--- src/sv/kpad_pkg.sv ---
// ----------------------------------------------------------------------------
// kpad_pkg: shared types and constants for the keypoint anchor decoder
// request and response payloads, anchor walk tag, register map and
// fixed arithmetic widths
// ----------------------------------------------------------------------------
package kpad_pkg;

   // anchor layout
   localparam int CORNER_VALUES       = 8;
   localparam int OBJECTNESS_POSITION = 8;
   localparam int HEAD_VALUES         = 9;

   // tag field widths, sized for the largest supported grid and score counts
   localparam int SLOT_W          = 4;
   localparam int GRID_W          = 8;
   localparam int ANCHOR_NUMBER_W = 12;
   localparam int INDEX_W         = 3;

   // corner arithmetic
   localparam int VALUE_W  = 32;
   localparam int SCALE_W  = 24;
   localparam int SUM_W    = 33;
   localparam int PRE_W    = 38;
   localparam int SPLIT_W  = 19;
   localparam int LO_PROD_W = SPLIT_W + SCALE_W;
   localparam int HI_PROD_W = (PRE_W - SPLIT_W) + SCALE_W + 1;
   localparam int FULL_W   = PRE_W + SCALE_W + 1;
   localparam int SCALED_W = FULL_W - 16;
   localparam int TOTAL_W  = SCALED_W + 1;

   localparam logic [VALUE_W-1:0] SAT_MAX = 32'h7fff_ffff;
   localparam logic [VALUE_W-1:0] SAT_MIN = 32'h8000_0000;

   // register map
   localparam int CSR_ADDR_W = 4;
   localparam int CSR_DATA_W = 32;

   localparam logic [SCALE_W-1:0] INVERSE_SCALE_RESET   = 24'd65536;
   localparam logic [VALUE_W-1:0] OFFSET_X_RESET        = 32'd0;
   localparam logic [VALUE_W-1:0] OFFSET_Y_RESET        = 32'd0;
   localparam logic [VALUE_W-1:0] SCORE_THRESHOLD_RESET = 32'd55706;

   typedef enum logic [1:0] {
      REG_INVERSE_SCALE,
      REG_OFFSET_X,
      REG_OFFSET_Y,
      REG_SCORE_THRESHOLD
   } reg_index_type;

   typedef enum logic [1:0] {
      KIND_CORNER,
      KIND_OBJECTNESS,
      KIND_COLOR,
      KIND_CLASS
   } kind_type;

   typedef enum logic [1:0] {
      LEVEL_S8,
      LEVEL_S16,
      LEVEL_S32
   } level_type;

   typedef struct packed {
      kind_type                   kind;
      logic [SLOT_W-1:0]          slot;
      logic                       is_y;
      logic                       last;
      logic [GRID_W-1:0]          grid;
      level_type                  level;
      logic [ANCHOR_NUMBER_W-1:0] anchor;
   } tag_type;

   typedef struct packed {
      logic [INDEX_W-1:0]        color_index;
      logic [INDEX_W-1:0]        class_index;
      logic signed [VALUE_W-1:0] objectness;
   } score_type;

   typedef struct packed {
      logic signed [VALUE_W-1:0] feature_value;
      logic                      frame_start;
   } req_type;

   typedef struct packed {
      logic signed [VALUE_W-1:0]  corner0_x;
      logic signed [VALUE_W-1:0]  corner0_y;
      logic signed [VALUE_W-1:0]  corner1_x;
      logic signed [VALUE_W-1:0]  corner1_y;
      logic signed [VALUE_W-1:0]  corner2_x;
      logic signed [VALUE_W-1:0]  corner2_y;
      logic signed [VALUE_W-1:0]  corner3_x;
      logic signed [VALUE_W-1:0]  corner3_y;
      logic [INDEX_W-1:0]         color_index;
      logic [INDEX_W-1:0]         class_index;
      logic signed [VALUE_W-1:0]  objectness;
      logic [ANCHOR_NUMBER_W-1:0] anchor_number;
   } rsp_type;

endpackage

--- src/sv/kpad_walk.sv ---
// ----------------------------------------------------------------------------
// kpad_walk: anchor walk counters
// tracks the value position within an anchor and the grid cell and stride
// level of the anchor, and tags each accepted request
// ----------------------------------------------------------------------------
module kpad_walk
   import kpad_pkg::*;
#(
   parameter int IMAGE_WIDTH  = 416,
   parameter int IMAGE_HEIGHT = 416,
   parameter int COLOR_COUNT  = 8,
   parameter int CLASS_COUNT  = 8
)
(
   input  logic    clock,
   input  logic    reset,
   input  logic    accept,
   input  logic    frame_start,
   output tag_type tag
);

   localparam int VALUES   = HEAD_VALUES + COLOR_COUNT + CLASS_COUNT;
   localparam int POS_W    = $clog2(VALUES);
   localparam int COLS0    = IMAGE_WIDTH / 8;
   localparam int COLS1    = IMAGE_WIDTH / 16;
   localparam int COLS2    = IMAGE_WIDTH / 32;
   localparam int ROWS0    = IMAGE_HEIGHT / 8;
   localparam int ROWS1    = IMAGE_HEIGHT / 16;
   localparam int ROWS2    = IMAGE_HEIGHT / 32;
   localparam int COL_W    = $clog2(COLS0);
   localparam int ROW_W    = $clog2(ROWS0);
   localparam int TOTAL    = COLS0 * ROWS0 + COLS1 * ROWS1 + COLS2 * ROWS2;
   localparam int ANCHOR_W = $clog2(TOTAL);

   logic [POS_W-1:0]    pos_ff, pos_in, pos_cur;
   logic [COL_W-1:0]    col_ff, col_in, col_cur, col_end;
   logic [ROW_W-1:0]    row_ff, row_in, row_cur, row_end;
   logic [ANCHOR_W-1:0] anchor_ff, anchor_in, anchor_cur;
   level_type           level_ff, level_in, level_cur, level_next;

   assign pos_cur    = frame_start ? '0 : pos_ff;
   assign col_cur    = frame_start ? '0 : col_ff;
   assign row_cur    = frame_start ? '0 : row_ff;
   assign anchor_cur = frame_start ? '0 : anchor_ff;
   assign level_cur  = frame_start ? LEVEL_S8 : level_ff;

   always_comb begin
      case (level_cur)
         LEVEL_S8: begin
            col_end    = COL_W'(COLS0 - 1);
            row_end    = ROW_W'(ROWS0 - 1);
            level_next = LEVEL_S16;
         end
         LEVEL_S16: begin
            col_end    = COL_W'(COLS1 - 1);
            row_end    = ROW_W'(ROWS1 - 1);
            level_next = LEVEL_S32;
         end
         LEVEL_S32: begin
            col_end    = COL_W'(COLS2 - 1);
            row_end    = ROW_W'(ROWS2 - 1);
            level_next = LEVEL_S8;
         end
         default: begin
            col_end    = COL_W'(COLS0 - 1);
            row_end    = ROW_W'(ROWS0 - 1);
            level_next = LEVEL_S8;
         end
      endcase
   end

   // request tag
   always_comb begin
      tag        = '0;
      tag.anchor = ANCHOR_NUMBER_W'(anchor_cur);
      tag.level  = level_cur;
      tag.last   = (pos_cur == POS_W'(VALUES - 1));
      tag.is_y   = pos_cur[0];
      tag.grid   = pos_cur[0] ? GRID_W'(row_cur) : GRID_W'(col_cur);
      if (pos_cur < POS_W'(CORNER_VALUES)) begin
         tag.kind = KIND_CORNER;
         tag.slot = SLOT_W'(pos_cur);
      end else if (pos_cur == POS_W'(OBJECTNESS_POSITION)) begin
         tag.kind = KIND_OBJECTNESS;
      end else if (pos_cur < POS_W'(HEAD_VALUES + COLOR_COUNT)) begin
         tag.kind = KIND_COLOR;
         tag.slot = SLOT_W'(pos_cur - POS_W'(HEAD_VALUES));
      end else begin
         tag.kind = KIND_CLASS;
         tag.slot = SLOT_W'(pos_cur - POS_W'(HEAD_VALUES + COLOR_COUNT));
      end
   end

   // walk advance
   always_comb begin
      pos_in    = pos_ff;
      col_in    = col_ff;
      row_in    = row_ff;
      anchor_in = anchor_ff;
      level_in  = level_ff;
      if (accept) begin
         pos_in    = pos_cur + POS_W'(1);
         col_in    = col_cur;
         row_in    = row_cur;
         anchor_in = anchor_cur;
         level_in  = level_cur;
         if (tag.last) begin
            pos_in    = '0;
            anchor_in = anchor_cur + ANCHOR_W'(1);
            col_in    = col_cur + COL_W'(1);
            if (col_cur == col_end) begin
               col_in = '0;
               row_in = row_cur + ROW_W'(1);
               if (row_cur == row_end) begin
                  row_in   = '0;
                  level_in = level_next;
                  if (level_cur == LEVEL_S32) begin
                     anchor_in = '0;
                  end
               end
            end
         end
      end
   end

   always_ff @(posedge clock) begin
      if (reset) begin
         pos_ff    <= '0;
         col_ff    <= '0;
         row_ff    <= '0;
         anchor_ff <= '0;
         level_ff  <= LEVEL_S8;
      end else begin
         pos_ff    <= pos_in;
         col_ff    <= col_in;
         row_ff    <= row_in;
         anchor_ff <= anchor_in;
         level_ff  <= level_in;
      end
   end

endmodule

--- src/sv/kpad_corner.sv ---
// ----------------------------------------------------------------------------
// kpad_corner: corner coordinate decode pipeline
// adds the grid cell, shifts by the stride, multiplies by the inverse scale
// in two partial products, floors, adds the offset and saturates
// ----------------------------------------------------------------------------
module kpad_corner
   import kpad_pkg::*;
(
   input  logic                                          clock,
   input  logic                                          reset,
   input  logic                                          load,
   input  logic signed [VALUE_W-1:0]                     value,
   input  tag_type                                       tag,
   input  logic [SCALE_W-1:0]                            inverse_scale,
   input  logic signed [VALUE_W-1:0]                     offset_x,
   input  logic signed [VALUE_W-1:0]                     offset_y,
   output logic [CORNER_VALUES-1:0][VALUE_W-1:0]         corners
);

   logic signed [SUM_W-1:0]    grid_sum;

   logic                       s1_valid_ff, s1_valid_in;
   logic signed [PRE_W-1:0]    s1_pre_ff, s1_pre_in;
   logic [2:0]                 s1_slot_ff, s1_slot_in;
   logic                       s1_is_y_ff, s1_is_y_in;

   logic                       s2_valid_ff, s2_valid_in;
   logic [LO_PROD_W-1:0]       s2_lo_ff, s2_lo_in;
   logic signed [HI_PROD_W-1:0] s2_hi_ff, s2_hi_in;
   logic [2:0]                 s2_slot_ff, s2_slot_in;
   logic                       s2_is_y_ff, s2_is_y_in;

   logic                       s3_valid_ff, s3_valid_in;
   logic signed [SCALED_W-1:0] s3_scaled_ff, s3_scaled_in;
   logic [2:0]                 s3_slot_ff, s3_slot_in;
   logic                       s3_is_y_ff, s3_is_y_in;

   logic [FULL_W-1:0]          full_sum;
   logic [VALUE_W-1:0]         offset;
   logic [TOTAL_W-1:0]         total;
   logic [VALUE_W-1:0]         coord_in;
   logic [CORNER_VALUES-1:0][VALUE_W-1:0] corner_ff;

   // stage 1: grid add and stride shift
   assign grid_sum = {value[VALUE_W-1], value} + {9'b0, tag.grid, 16'b0};

   always_comb begin
      case (tag.level)
         LEVEL_S8:  s1_pre_in = {{2{grid_sum[SUM_W-1]}}, grid_sum, 3'b000};
         LEVEL_S16: s1_pre_in = {grid_sum[SUM_W-1], grid_sum, 4'b0000};
         LEVEL_S32: s1_pre_in = {grid_sum, 5'b00000};
         default:   s1_pre_in = '0;
      endcase
   end

   assign s1_valid_in = load;
   assign s1_slot_in  = tag.slot[2:0];
   assign s1_is_y_in  = tag.is_y;

   // stage 2: partial products
   assign s2_valid_in = s1_valid_ff;
   assign s2_lo_in    = s1_pre_ff[SPLIT_W-1:0] * inverse_scale;
   assign s2_hi_in    = $signed(s1_pre_ff[PRE_W-1:SPLIT_W]) * $signed({1'b0, inverse_scale});
   assign s2_slot_in  = s1_slot_ff;
   assign s2_is_y_in  = s1_is_y_ff;

   // stage 3: combine and floor
   assign full_sum     = {s2_hi_ff, {SPLIT_W{1'b0}}} + {{(FULL_W - LO_PROD_W){1'b0}}, s2_lo_ff};
   assign s3_scaled_in = full_sum[FULL_W-1:16];
   assign s3_valid_in  = s2_valid_ff;
   assign s3_slot_in   = s2_slot_ff;
   assign s3_is_y_in   = s2_is_y_ff;

   // stage 4: offset and saturation
   assign offset = s3_is_y_ff ? offset_y : offset_x;
   assign total  = {s3_scaled_ff[SCALED_W-1], s3_scaled_ff}
                 + {{(TOTAL_W - VALUE_W){offset[VALUE_W-1]}}, offset};

   always_comb begin
      if (total[TOTAL_W-1:VALUE_W-1] == {(TOTAL_W - VALUE_W + 1){total[TOTAL_W-1]}}) begin
         coord_in = total[VALUE_W-1:0];
      end else if (total[TOTAL_W-1]) begin
         coord_in = SAT_MIN;
      end else begin
         coord_in = SAT_MAX;
      end
   end

   always_ff @(posedge clock) begin
      if (reset) begin
         s1_valid_ff <= 1'b0;
         s2_valid_ff <= 1'b0;
         s3_valid_ff <= 1'b0;
      end else begin
         s1_valid_ff <= s1_valid_in;
         s2_valid_ff <= s2_valid_in;
         s3_valid_ff <= s3_valid_in;
      end
   end

   always_ff @(posedge clock) begin
      s1_pre_ff    <= s1_pre_in;
      s1_slot_ff   <= s1_slot_in;
      s1_is_y_ff   <= s1_is_y_in;
      s2_lo_ff     <= s2_lo_in;
      s2_hi_ff     <= s2_hi_in;
      s2_slot_ff   <= s2_slot_in;
      s2_is_y_ff   <= s2_is_y_in;
      s3_scaled_ff <= s3_scaled_in;
      s3_slot_ff   <= s3_slot_in;
      s3_is_y_ff   <= s3_is_y_in;
      if (s3_valid_ff) begin
         corner_ff[s3_slot_ff] <= coord_in;
      end
   end

   assign corners = corner_ff;

endmodule

--- src/sv/kpad_score.sv ---
// ----------------------------------------------------------------------------
// kpad_score: objectness hold and color and class argmax
// keeps the first maximum of each score group over the current anchor
// ----------------------------------------------------------------------------
module kpad_score
   import kpad_pkg::*;
(
   input  logic                      clock,
   input  logic                      reset,
   input  logic                      load,
   input  tag_type                   tag,
   input  logic signed [VALUE_W-1:0] value,
   output score_type                 score
);

   logic signed [VALUE_W-1:0] obj_ff, obj_in;
   logic signed [VALUE_W-1:0] color_score_ff, color_score_in, color_score_cand;
   logic signed [VALUE_W-1:0] class_score_ff, class_score_in, class_score_cand;
   logic [SLOT_W-1:0]         color_index_ff, color_index_in, color_index_cand;
   logic [SLOT_W-1:0]         class_index_ff, class_index_in, class_index_cand;
   logic                      color_take, class_take;

   assign color_take = (tag.kind == KIND_COLOR)
                     && ((tag.slot == '0) || (value > color_score_ff));
   assign class_take = (tag.kind == KIND_CLASS)
                     && ((tag.slot == '0) || (value > class_score_ff));

   assign color_score_cand = color_take ? value : color_score_ff;
   assign color_index_cand = color_take ? tag.slot : color_index_ff;
   assign class_score_cand = class_take ? value : class_score_ff;
   assign class_index_cand = class_take ? tag.slot : class_index_ff;

   assign obj_in         = (load && (tag.kind == KIND_OBJECTNESS)) ? value : obj_ff;
   assign color_score_in = load ? color_score_cand : color_score_ff;
   assign color_index_in = load ? color_index_cand : color_index_ff;
   assign class_score_in = load ? class_score_cand : class_score_ff;
   assign class_index_in = load ? class_index_cand : class_index_ff;

   always_ff @(posedge clock) begin
      if (reset) begin
         color_index_ff <= '0;
         class_index_ff <= '0;
      end else begin
         color_index_ff <= color_index_in;
         class_index_ff <= class_index_in;
      end
   end

   always_ff @(posedge clock) begin
      obj_ff         <= obj_in;
      color_score_ff <= color_score_in;
      class_score_ff <= class_score_in;
   end

   assign score.color_index = color_index_cand[INDEX_W-1:0];
   assign score.class_index = class_index_cand[INDEX_W-1:0];
   assign score.objectness  = obj_ff;

endmodule

--- src/sv/keypoint_detector_anchor_decode.sv ---
// ----------------------------------------------------------------------------
// keypoint_detector_anchor_decode: anchor decoder for a keypoint detector
// Takes the detector output tensor one value per request on the req_
// channel (valid/ready); every anchor is 9 + COLOR_COUNT + CLASS_COUNT
// values: eight corner coordinates, objectness, color and class scores.
// Corners are decoded to source pixels as they arrive; after an anchor's
// last value a proposal leaves on the rsp_ channel if its objectness is at
// least the threshold. frame_start restarts the anchor walk.
// Throughput: one value per cycle while req_ready is high. A proposal is
// loaded as the last value leaves s0. Corner decode is a four-stage pipeline
// (grid add and shift, two partial products, floor, offset and saturate).
// A single output register holds the proposal; req_ready drops only while
// an anchor's last value that emits waits for that register to be taken.
// The APB port (psel..pready, pready always high) holds inverse_scale,
// offset_x, offset_y and score_threshold at byte addresses 0, 4, 8, 12;
// write them only while no values are in flight (four cycles after the
// last request).
// Reset clears the walk to anchor 0 of stride 8, loads the register reset
// values and drops any held proposal.
// ----------------------------------------------------------------------------
module keypoint_detector_anchor_decode
   import kpad_pkg::*;
#(
   parameter int IMAGE_WIDTH  = 416,
   parameter int IMAGE_HEIGHT = 416,
   parameter int COLOR_COUNT  = 8,
   parameter int CLASS_COUNT  = 8
)
(
   input  logic                  clock,
   input  logic                  reset,
   input  logic                  req_valid,
   output logic                  req_ready,
   input  req_type               req_data,
   output logic                  rsp_valid,
   input  logic                  rsp_ready,
   output rsp_type               rsp_data,
   input  logic                  psel,
   input  logic                  penable,
   input  logic                  pwrite,
   input  logic [CSR_ADDR_W-1:0] paddr,
   input  logic [CSR_DATA_W-1:0] pwdata,
   output logic [CSR_DATA_W-1:0] prdata,
   output logic                  pready
);

   logic                      accept;
   tag_type                   walk_tag;

   logic                      s0_valid_ff, s0_valid_in;
   logic signed [VALUE_W-1:0] s0_value_ff, s0_value_in;
   tag_type                   s0_tag_ff, s0_tag_in;
   logic                      s0_adv;
   logic                      emit;
   logic                      stall;

   score_type                 score;
   logic [CORNER_VALUES-1:0][VALUE_W-1:0] corners;

   logic                      rsp_valid_ff, rsp_valid_in;
   rsp_type                   rsp_data_ff, rsp_data_in;
   logic                      rsp_load;

   logic                      csr_write;
   reg_index_type             reg_index;
   logic [SCALE_W-1:0]        inverse_scale_ff, inverse_scale_in;
   logic signed [VALUE_W-1:0] offset_x_ff, offset_x_in;
   logic signed [VALUE_W-1:0] offset_y_ff, offset_y_in;
   logic signed [VALUE_W-1:0] threshold_ff, threshold_in;

   // register port
   assign pready    = 1'b1;
   assign csr_write = psel && penable && pwrite && pready;
   assign reg_index = reg_index_type'(paddr[3:2]);

   always_comb begin
      inverse_scale_in = inverse_scale_ff;
      offset_x_in      = offset_x_ff;
      offset_y_in      = offset_y_ff;
      threshold_in     = threshold_ff;
      if (csr_write) begin
         case (reg_index)
            REG_INVERSE_SCALE:   inverse_scale_in = pwdata[SCALE_W-1:0];
            REG_OFFSET_X:        offset_x_in      = pwdata;
            REG_OFFSET_Y:        offset_y_in      = pwdata;
            REG_SCORE_THRESHOLD: threshold_in     = pwdata;
            default: ;
         endcase
      end
   end

   always_comb begin
      case (reg_index)
         REG_INVERSE_SCALE:   prdata = {{(CSR_DATA_W - SCALE_W){1'b0}}, inverse_scale_ff};
         REG_OFFSET_X:        prdata = offset_x_ff;
         REG_OFFSET_Y:        prdata = offset_y_ff;
         REG_SCORE_THRESHOLD: prdata = threshold_ff;
         default:             prdata = '0;
      endcase
   end

   always_ff @(posedge clock) begin
      if (reset) begin
         inverse_scale_ff <= INVERSE_SCALE_RESET;
         offset_x_ff      <= OFFSET_X_RESET;
         offset_y_ff      <= OFFSET_Y_RESET;
         threshold_ff     <= SCORE_THRESHOLD_RESET;
      end else begin
         inverse_scale_ff <= inverse_scale_in;
         offset_x_ff      <= offset_x_in;
         offset_y_ff      <= offset_y_in;
         threshold_ff     <= threshold_in;
      end
   end

   // request side
   assign accept    = req_valid && req_ready;
   assign emit      = s0_valid_ff && s0_tag_ff.last && (score.objectness >= threshold_ff);
   assign stall     = emit && rsp_valid_ff && !rsp_ready;
   assign s0_adv    = s0_valid_ff && !stall;
   assign req_ready = !stall;

   kpad_walk #(
      .IMAGE_WIDTH  (IMAGE_WIDTH),
      .IMAGE_HEIGHT (IMAGE_HEIGHT),
      .COLOR_COUNT  (COLOR_COUNT),
      .CLASS_COUNT  (CLASS_COUNT)
   ) u_walk (
      .clock       (clock),
      .reset       (reset),
      .accept      (accept),
      .frame_start (req_data.frame_start),
      .tag         (walk_tag)
   );

   assign s0_valid_in = accept ? 1'b1 : (s0_adv ? 1'b0 : s0_valid_ff);
   assign s0_value_in = accept ? req_data.feature_value : s0_value_ff;
   assign s0_tag_in   = accept ? walk_tag : s0_tag_ff;

   always_ff @(posedge clock) begin
      if (reset) begin
         s0_valid_ff <= 1'b0;
      end else begin
         s0_valid_ff <= s0_valid_in;
      end
   end

   always_ff @(posedge clock) begin
      s0_value_ff <= s0_value_in;
      s0_tag_ff   <= s0_tag_in;
   end

   kpad_corner u_corner (
      .clock         (clock),
      .reset         (reset),
      .load          (s0_adv && (s0_tag_ff.kind == KIND_CORNER)),
      .value         (s0_value_ff),
      .tag           (s0_tag_ff),
      .inverse_scale (inverse_scale_ff),
      .offset_x      (offset_x_ff),
      .offset_y      (offset_y_ff),
      .corners       (corners)
   );

   kpad_score u_score (
      .clock (clock),
      .reset (reset),
      .load  (s0_adv),
      .tag   (s0_tag_ff),
      .value (s0_value_ff),
      .score (score)
   );

   // response register
   assign rsp_load = s0_adv && emit;

   always_comb begin
      rsp_data_in = rsp_data_ff;
      if (rsp_load) begin
         rsp_data_in.corner0_x     = corners[0];
         rsp_data_in.corner0_y     = corners[1];
         rsp_data_in.corner1_x     = corners[2];
         rsp_data_in.corner1_y     = corners[3];
         rsp_data_in.corner2_x     = corners[4];
         rsp_data_in.corner2_y     = corners[5];
         rsp_data_in.corner3_x     = corners[6];
         rsp_data_in.corner3_y     = corners[7];
         rsp_data_in.color_index   = score.color_index;
         rsp_data_in.class_index   = score.class_index;
         rsp_data_in.objectness    = score.objectness;
         rsp_data_in.anchor_number = s0_tag_ff.anchor;
      end
   end

   assign rsp_valid_in = rsp_load ? 1'b1 : (rsp_ready ? 1'b0 : rsp_valid_ff);

   always_ff @(posedge clock) begin
      if (reset) begin
         rsp_valid_ff <= 1'b0;
      end else begin
         rsp_valid_ff <= rsp_valid_in;
      end
   end

   always_ff @(posedge clock) begin
      rsp_data_ff <= rsp_data_in;
   end

   assign rsp_valid = rsp_valid_ff;
   assign rsp_data  = rsp_data_ff;

`ifndef NO_ASSERTIONS
   // a held proposal is never overwritten
   assert property (@(posedge clock) disable iff (reset)
      (rsp_valid_ff && !rsp_ready) |-> !rsp_load)
      else $error("proposal overwritten while held");

   // frame start restarts at the first corner of anchor 0
   assert property (@(posedge clock) disable iff (reset)
      (accept && req_data.frame_start) |=>
         (s0_tag_ff.kind == KIND_CORNER) && (s0_tag_ff.slot == '0)
         && (s0_tag_ff.anchor == '0) && (s0_tag_ff.level == LEVEL_S8))
      else $error("frame start did not restart the walk");

   // a new proposal only follows an anchor's last value
   assert property (@(posedge clock) disable iff (reset)
      $rose(rsp_valid_ff) |-> $past(s0_valid_ff && s0_tag_ff.last))
      else $error("proposal without an anchor end");
`endif

endmodule
--- config.mk ---
export PLATFORM = sky130hd
export DESIGN_NAME = keypoint_detector_anchor_decode
export DESIGN_NICKNAME = d
export VERILOG_FILES = /design/src/sv/kpad_pkg.sv /design/src/sv/kpad_walk.sv /design/src/sv/kpad_corner.sv /design/src/sv/kpad_score.sv /design/src/sv/keypoint_detector_anchor_decode.sv
export SDC_FILE = /design/constraint.sdc
export NUM_CORES = 2
export LEC_CHECK = 0
export BUFFER_PORTS_ARGS = -buffer_cell sky130_fd_sc_hd__buf_4
export CORE_UTILIZATION = 40
export CTS_BUF_LIST = sky130_fd_sc_hd__clkbuf_4 sky130_fd_sc_hd__clkbuf_8 sky130_fd_sc_hd__clkbuf_16
export DETAILED_ROUTE_END_ITERATION = 16
export REMOVE_ABC_BUFFERS = 1
export SLEW_MARGIN = 20
export SYNTH_ARGS = -nofsm -noshare
export SYNTH_HDL_FRONTEND = slang
export SYNTH_SLANG_ARGS = --single-unit
--- constraint.sdc ---
create_clock -name clock -period 38.7 [get_ports clock]
set_input_delay 0 -clock clock [delete_from_list [all_inputs] [get_ports clock]]
set_output_delay 0 -clock clock [all_outputs]
set_load 0.01 [all_outputs]
# Yosys cells after proc, flatten, opt, wreduce, memory -nomap -nowiden
# Index checks and enable logic that the tools add are counted.
# word_totals
reg_bits,1066
in_bits,76
output_inout_bits,341
elab_cells,162
# classes
mux,39
reduce_logical,32
magnitude_cmp,7
addsub,9
n_mul,2
n_eq_ne,15
# ops
operator,n
bitwise mux 256 bit,1
2-to-1 mux 32 bit,4
case mux 32 bit (4 select lines),1
case mux 38 bit (3 select lines),1
demux 32 bit (select 3 bit),1
greater-than comparator 32 bit,2
adder 63 x 43 -> 63 bit,1
2-to-1 mux 12 bit,5
adder 47 x 32 -> 48 bit,1
2-to-1 mux 6 bit,8
multiplier 19 x 25 -> 44 bit,1
multiplier 19 x 24 -> 43 bit,1
adder 32 x 25 -> 33 bit,1
greater-or-equal comparator 32 bit,1
equality test 16 bit,1
2-to-1 mux 5 bit,3
logical AND 1 bit,14
"adder 12 x 1 -> 12 bit, second input constant",1
"adder 6 x 1 -> 6 bit, second input constant",2
"equality test 2 bit, second input constant",6
equality test 6 bit,2
case mux 6 bit (2 select lines),1
AND reduction 2 bit,6
"equality test 2 x 1 -> 1 bit, second input constant",4
20 further kinds,35

# Logic depth before layout (Yosys ltp)
# logic_depth
depth_word,8
mapped_depth,29
ltp_nobuf,27

# By module
# Synthesis repeated with hierarchy kept, for this count alone.
# unflattened
cells_unflattened,6182
area_unflattened_um2,68797.2
# by_module_without_submodules
mod,instances,cells_per_inst,seq_area_each_um2,area_per_inst_um2
kpad_corner,1,4413,11050.6,44502.7
keypoint_detector_anchor_decode,1,1084,13492.9,16941.2
kpad_score,1,372,3002.9,4997.3
kpad_walk,1,313,620.6,2356.0

# Worst setup path before layout
# No wires, ideal clock.
# synth_timing
kind,flip-flop to flip-flop
from,register u_score.obj_ff[0]
to,"register rsp_data_ff, in the netlist rsp_data[0] (enable)"
required_ns,37.685
arrival_ns,15.354
synth_period_minus_slack_ns,16.368
setup_ns,1.015
slack_ns,22.332
n_path_buf,0
path_stages_with_launch,14
path_cell_list,edfxtp_1 > inv_1 > ha_1 > nand2b_1 > a21o_1 > a21o_1 > a21oi_1 > o21ai_0 > a221o_1 > a21oi_1 > o21ai_0 > a211oi_1 > or3_1 > nor2b_1
# synth_between
elab_chain_len,7
# synth_lines
item,line_no,source
from (decl),kpad_score.sv:16,"logic signed [VALUE_W-1:0] obj_ff, obj_in;"
from (signal assigned),kpad_score.sv:50,obj_ff <= obj_in;
greater-or-equal comparator 32 bit (*),keypoint_detector_anchor_decode.sv:118,assign emit = s0_valid_ff && s0_tag_ff.last && (score.objectness >= threshold_ff);
logical AND 1 bit (*),keypoint_detector_anchor_decode.sv:118,
logical AND 1 bit (2 in series),keypoint_detector_anchor_decode.sv:119,assign stall = emit && rsp_valid_ff && !rsp_ready;
logical NOT 1 bit,keypoint_detector_anchor_decode.sv:120,assign s0_adv = s0_valid_ff && !stall;
logical AND 1 bit,keypoint_detector_anchor_decode.sv:120,
logical AND 1 bit (*),keypoint_detector_anchor_decode.sv:175,assign rsp_load = s0_adv && emit;
via rsp_load,keypoint_detector_anchor_decode.sv:62,logic rsp_load;
to (signal assigned),keypoint_detector_anchor_decode.sv:206,rsp_data_ff <= rsp_data_in;
to (decl),keypoint_detector_anchor_decode.sv:61,"rsp_type rsp_data_ff, rsp_data_in;"
# The timed path passes the listed nets; every way through them passes the cells marked *.
# A chain may end at the register's enable or synchronous reset.

# Worst setup path after layout
# layout_timing
from,register u_corner.s1_pre_ff[36]
to,register u_corner.s2_hi_ff[43]
# layout_between
elab_chain_len,1
# layout_lines
item,line_no,source
from (decl),kpad_corner.sv:23,"logic signed [PRE_W-1:0] s1_pre_ff, s1_pre_in;"
from (signal assigned),kpad_corner.sv:102,s1_pre_ff <= s1_pre_in;
multiplier 19 x 25 -> 44 bit,kpad_corner.sv:63,"assign s2_hi_in = $signed(s1_pre_ff[PRE_W-1:SPLIT_W]) * $signed({1'b0, inverse_scale});"
via u_corner.s2_hi_in[43],kpad_corner.sv:29,"logic signed [HI_PROD_W-1:0] s2_hi_ff, s2_hi_in;"
to (signal assigned),kpad_corner.sv:106,s2_hi_ff <= s2_hi_in;
to (decl),kpad_corner.sv:29,
# The timed path passes the listed nets, and every way through them passes these cells.

==> flow_metrics.py <==
metrics = {
    "yosys": {
        "synth_top_area_cell": "edfxtp_1",
        "ys_warn_count": 0,
        "syn_inst": 6075,
        "synthArstFlopShare_pct": 0,
        "synth_edf_count": 718,
        "postSynthAreaPerCell_um2": 11.2,
        "synth_common_cells": "867 x inv_1, 775 x nand2_1, 718 x edfxtp_1",
        "synth.area.top_cells": "edfxtp_1 32%, fa_1 20%, dfxtp_1 9.6%",
        "ys_seq_elements": 1045,
        "ys_types": 89,
        "post-synth-top-count-cell": "inv_1",
        "yosysSeqAreaShare_pct": 41.3,
        "netlist_area_um2": 68100,
        "yosysTopAreaCellShare_pct": 31.7,
        "synth_ff_type": "edfxtp_1",
    },
    "sta": {
        "hold_violations": 0,
        "fin_worst_skew_ns": 0.0821,
        "timing.final.ws_setup_ns": 30.43,
        "worst_pin_slew_ns": 1.23,
        "rsz0062_at_grt": "no",
        "post-route-period-util_pct": 21.4,
        "finalMaxSlewViolations": 0,
        "holdWs_ns": 0.0873,
        "slew_headroom_pct": 18.2,
        "fin_setup_tns_ns": 0,
        "min_period_ns": 8.27,
        "fmax_mhz": 121,
        "finalSetupViolations": 0,
    },
    "global_routing": {
        "met1_usage_pct": 28.1,
        "grt_pass1_vias": 46700,
        "grt_overflow_total": 0,
        "antenna_found_initial": 15,
        "track_usage_pct": 21.0,
        "grt_pass1_wl_um": 278000,
        "use_met2_pct": 34.7,
        "grtUsageMet3_pct": 3.22,
        "grt_max_degree": 87,
        "busiest_layer": "met2",
    },
    "cells_and_area": {
        "final_nets": 7760,
        "layout-drive-gt1-share_pct": 12.3,
        "ff_latch_area_um2": 28100,
        "design_area_um2": 78400,
        "multi_input_area_um2": 35800,
        "fillers": 15300,
        "syn_to_final_growth_pct": 15.1,
    },
    "critical_path": {
        "crit_type": "reg -> reg",
        "cp.arrival_ns": 8.87,
        "required_ns": 39.30,
        "cp-end-kind": "register",
        "start_kind": "register",
        "worst-path-max-fanout": 24,
    },
    "routing": {
        "vias": 45100,
        "drt_pass1_iterations": 7,
        "final_antenna_net_count": 0,
        "via_per_inst": 5.11,
        "wl_per_cell_um": 20.4,
        "drt_iter0_markers": 3069,
        "drc_errors": 0,
        "wl_um": 180000,
    },
    "clocking": {
        "cts.repair.resized": 0,
        "cts_tree": "done",
        "cts_setup_buffers": 0,
        "hold_buffers": 106,
        "cts_max_level": 3,
        "cts.sinks": 1045,
        "cts-root-buf": "clkbuf_16",
        "clk_pin_slew_ns": 0.06,
        "numCtsBuffers": 102,
        "clock_latency_ns": 0.75,
        "cts.path.max_buffers": 3,
    },
    "floorplan": {
        "initial_core_util_pct": 40.2,
        "rows": 151,
        "coreArea_um2": 169000,
        "die_x_um": 415,
        "die_h_um": 415,
        "die_area_um2": 172000,
        "io_pins": 417,
    },
    "placement": {
        "place_area_um2": 73600,
        "dpl.hpwl_um": 131000,
        "port_buffers": 413,
        "dpl_worst_slack_ns": 30.55,
        "gp_congestion": 0.900,
    },
    "run": {
        "max_cap_violations": 0,
    },
    "power_and_ir_drop": {
        "power_density_nw_per_um2": 36.2,
        "p_total_mw": 2.84,
        "ir_worst_vdd_uv": 37.1,
        "p_leak_nw": 34.1,
    },
    "status": {
        "outcome": "complete, no violations",
    },
    "min_path": {
        "hold_path_class": "in -> reg",
    },
}
## cell families after synthesis
| logic type | after synthesis | synth area share (%) |
|---|---|---|
| XOR/XNOR | 154 | 1.98 |
| adder cells (fa/ha/maj) | 1184 | 29.3 |
| AND/OR/NAND/NOR | 1693 | 12.1 |
| AO/OA/AOI/OAI | 726 | 6.64 |
| other | 1 | 0.00551 |
| buffers and inverters | 1145 | 6.35 |
| multiplexers | 127 | 2.41 |
| flip-flops | 1045 | 41.3 |
## report_power, final
part | switching (mW) | internal [mW] | leakage, nW
combinational | 0.270 | 0.182 | 23.1
clock | 0.447 | 0.635 | 1.79
sequential | 0.0555 | 1.25 | 9.26
## per-layer routing
metal | vias up | part of all wire, %
li1 | 20700 | -
met1 | 22800 | 44
met2 | 1301 | 47
met3 | 261 | 6.0
met4 | 4 | 3.3
met5 | - | 0.012
## cell type report
class | instances | area share [%]
multi-input cells | 3885 | 45.6
flip-flops and latches | 1045 | 35.9
repair buffers | 597 | 6.06
inverters | 869 | 4.16
well taps | 2218 | 3.54
clock buffers | 119 | 3.46
clock inverters | 69 | 1.26
diodes | 10 | 0.0319
## placed cells by master (no fill, tap or decap), types with 89 or more instances in the layout
cell,synthesis,final
xnor2_1,89,89
a21oi_1,290,290
dlygate4sd3_1,0,106
edfxtp_1,718,718
ha_1,503,503
dfxtp_1,327,316
a21o_1,109,109
nand2_1,775,773
and2_1,392,390
clkbuf_16,0,102
o21ai_0,123,123
nor2_1,171,164
buf_4,3,491
fa_1,681,681
inv_1,867,867
## worst max-delay path, stage by stage (launching register included)
cell      delay (ns)
dfxtp_1         1.04
nand2_1         0.18
fa_1            0.53
fa_1            0.56
inv_1           0.06
fa_1            0.52
fa_1            0.54
fa_1            0.52
fa_1            0.62
fa_1            0.46
ha_1            0.38
nand2_1         0.11
nand2b_1        0.10
or3_1           0.31
a221oi_1        0.49
o31ai_1         0.24
a211o_1         0.40
a21oi_1         0.23
a21oi_1         0.15
nor2_1          0.19
o31ai_1         0.12
a21oi_1         0.21
xnor2_1         0.14
## flip-flops by register name (all words and copies together) (netlist names), 27 cells and up
register,cells
rsp_data,306
u_corner.corners,256
u_corner.s3_scaled_ff,47
u_corner.s2_hi_ff,44
u_corner.s1_pre_ff,35
offset_x_ff,32
offset_y_ff,32
s0_value_ff,32
threshold_ff,32
u_score.class_score_ff,32
u_score.color_score_ff,32
u_score.obj_ff,32
s0_tag_ff,28
u_corner.s2_lo_ff,27
## through the flow
step,instances,util [%]
after floorplan,5799,-
after global placement,8508,43.5
after detailed placement,8508,43.5
after CTS,8802,46.3
after global routing,8807,46.3
final,8812,46.3
## worst paths after layout
| path | slack (ns) | from | to | cells after the start |
|---|---|---|---|---|
| worst max-delay path | 30.43 | u_corner.s1_pre_ff[36] | u_corner.s2_hi_ff[43] | 22 |
| worst min register to register | 0.33 | u_corner.s2_slot_ff[1] | u_corner.s3_slot_ff[1] | 0 |
| worst min-delay path | 0.09 | pwdata[4] | threshold_ff[4] | 3 |
| worst max register to register | 30.43 | u_corner.s1_pre_ff[36] | u_corner.s2_hi_ff[43] | 22 |
(Power assumes the default switching activity.)
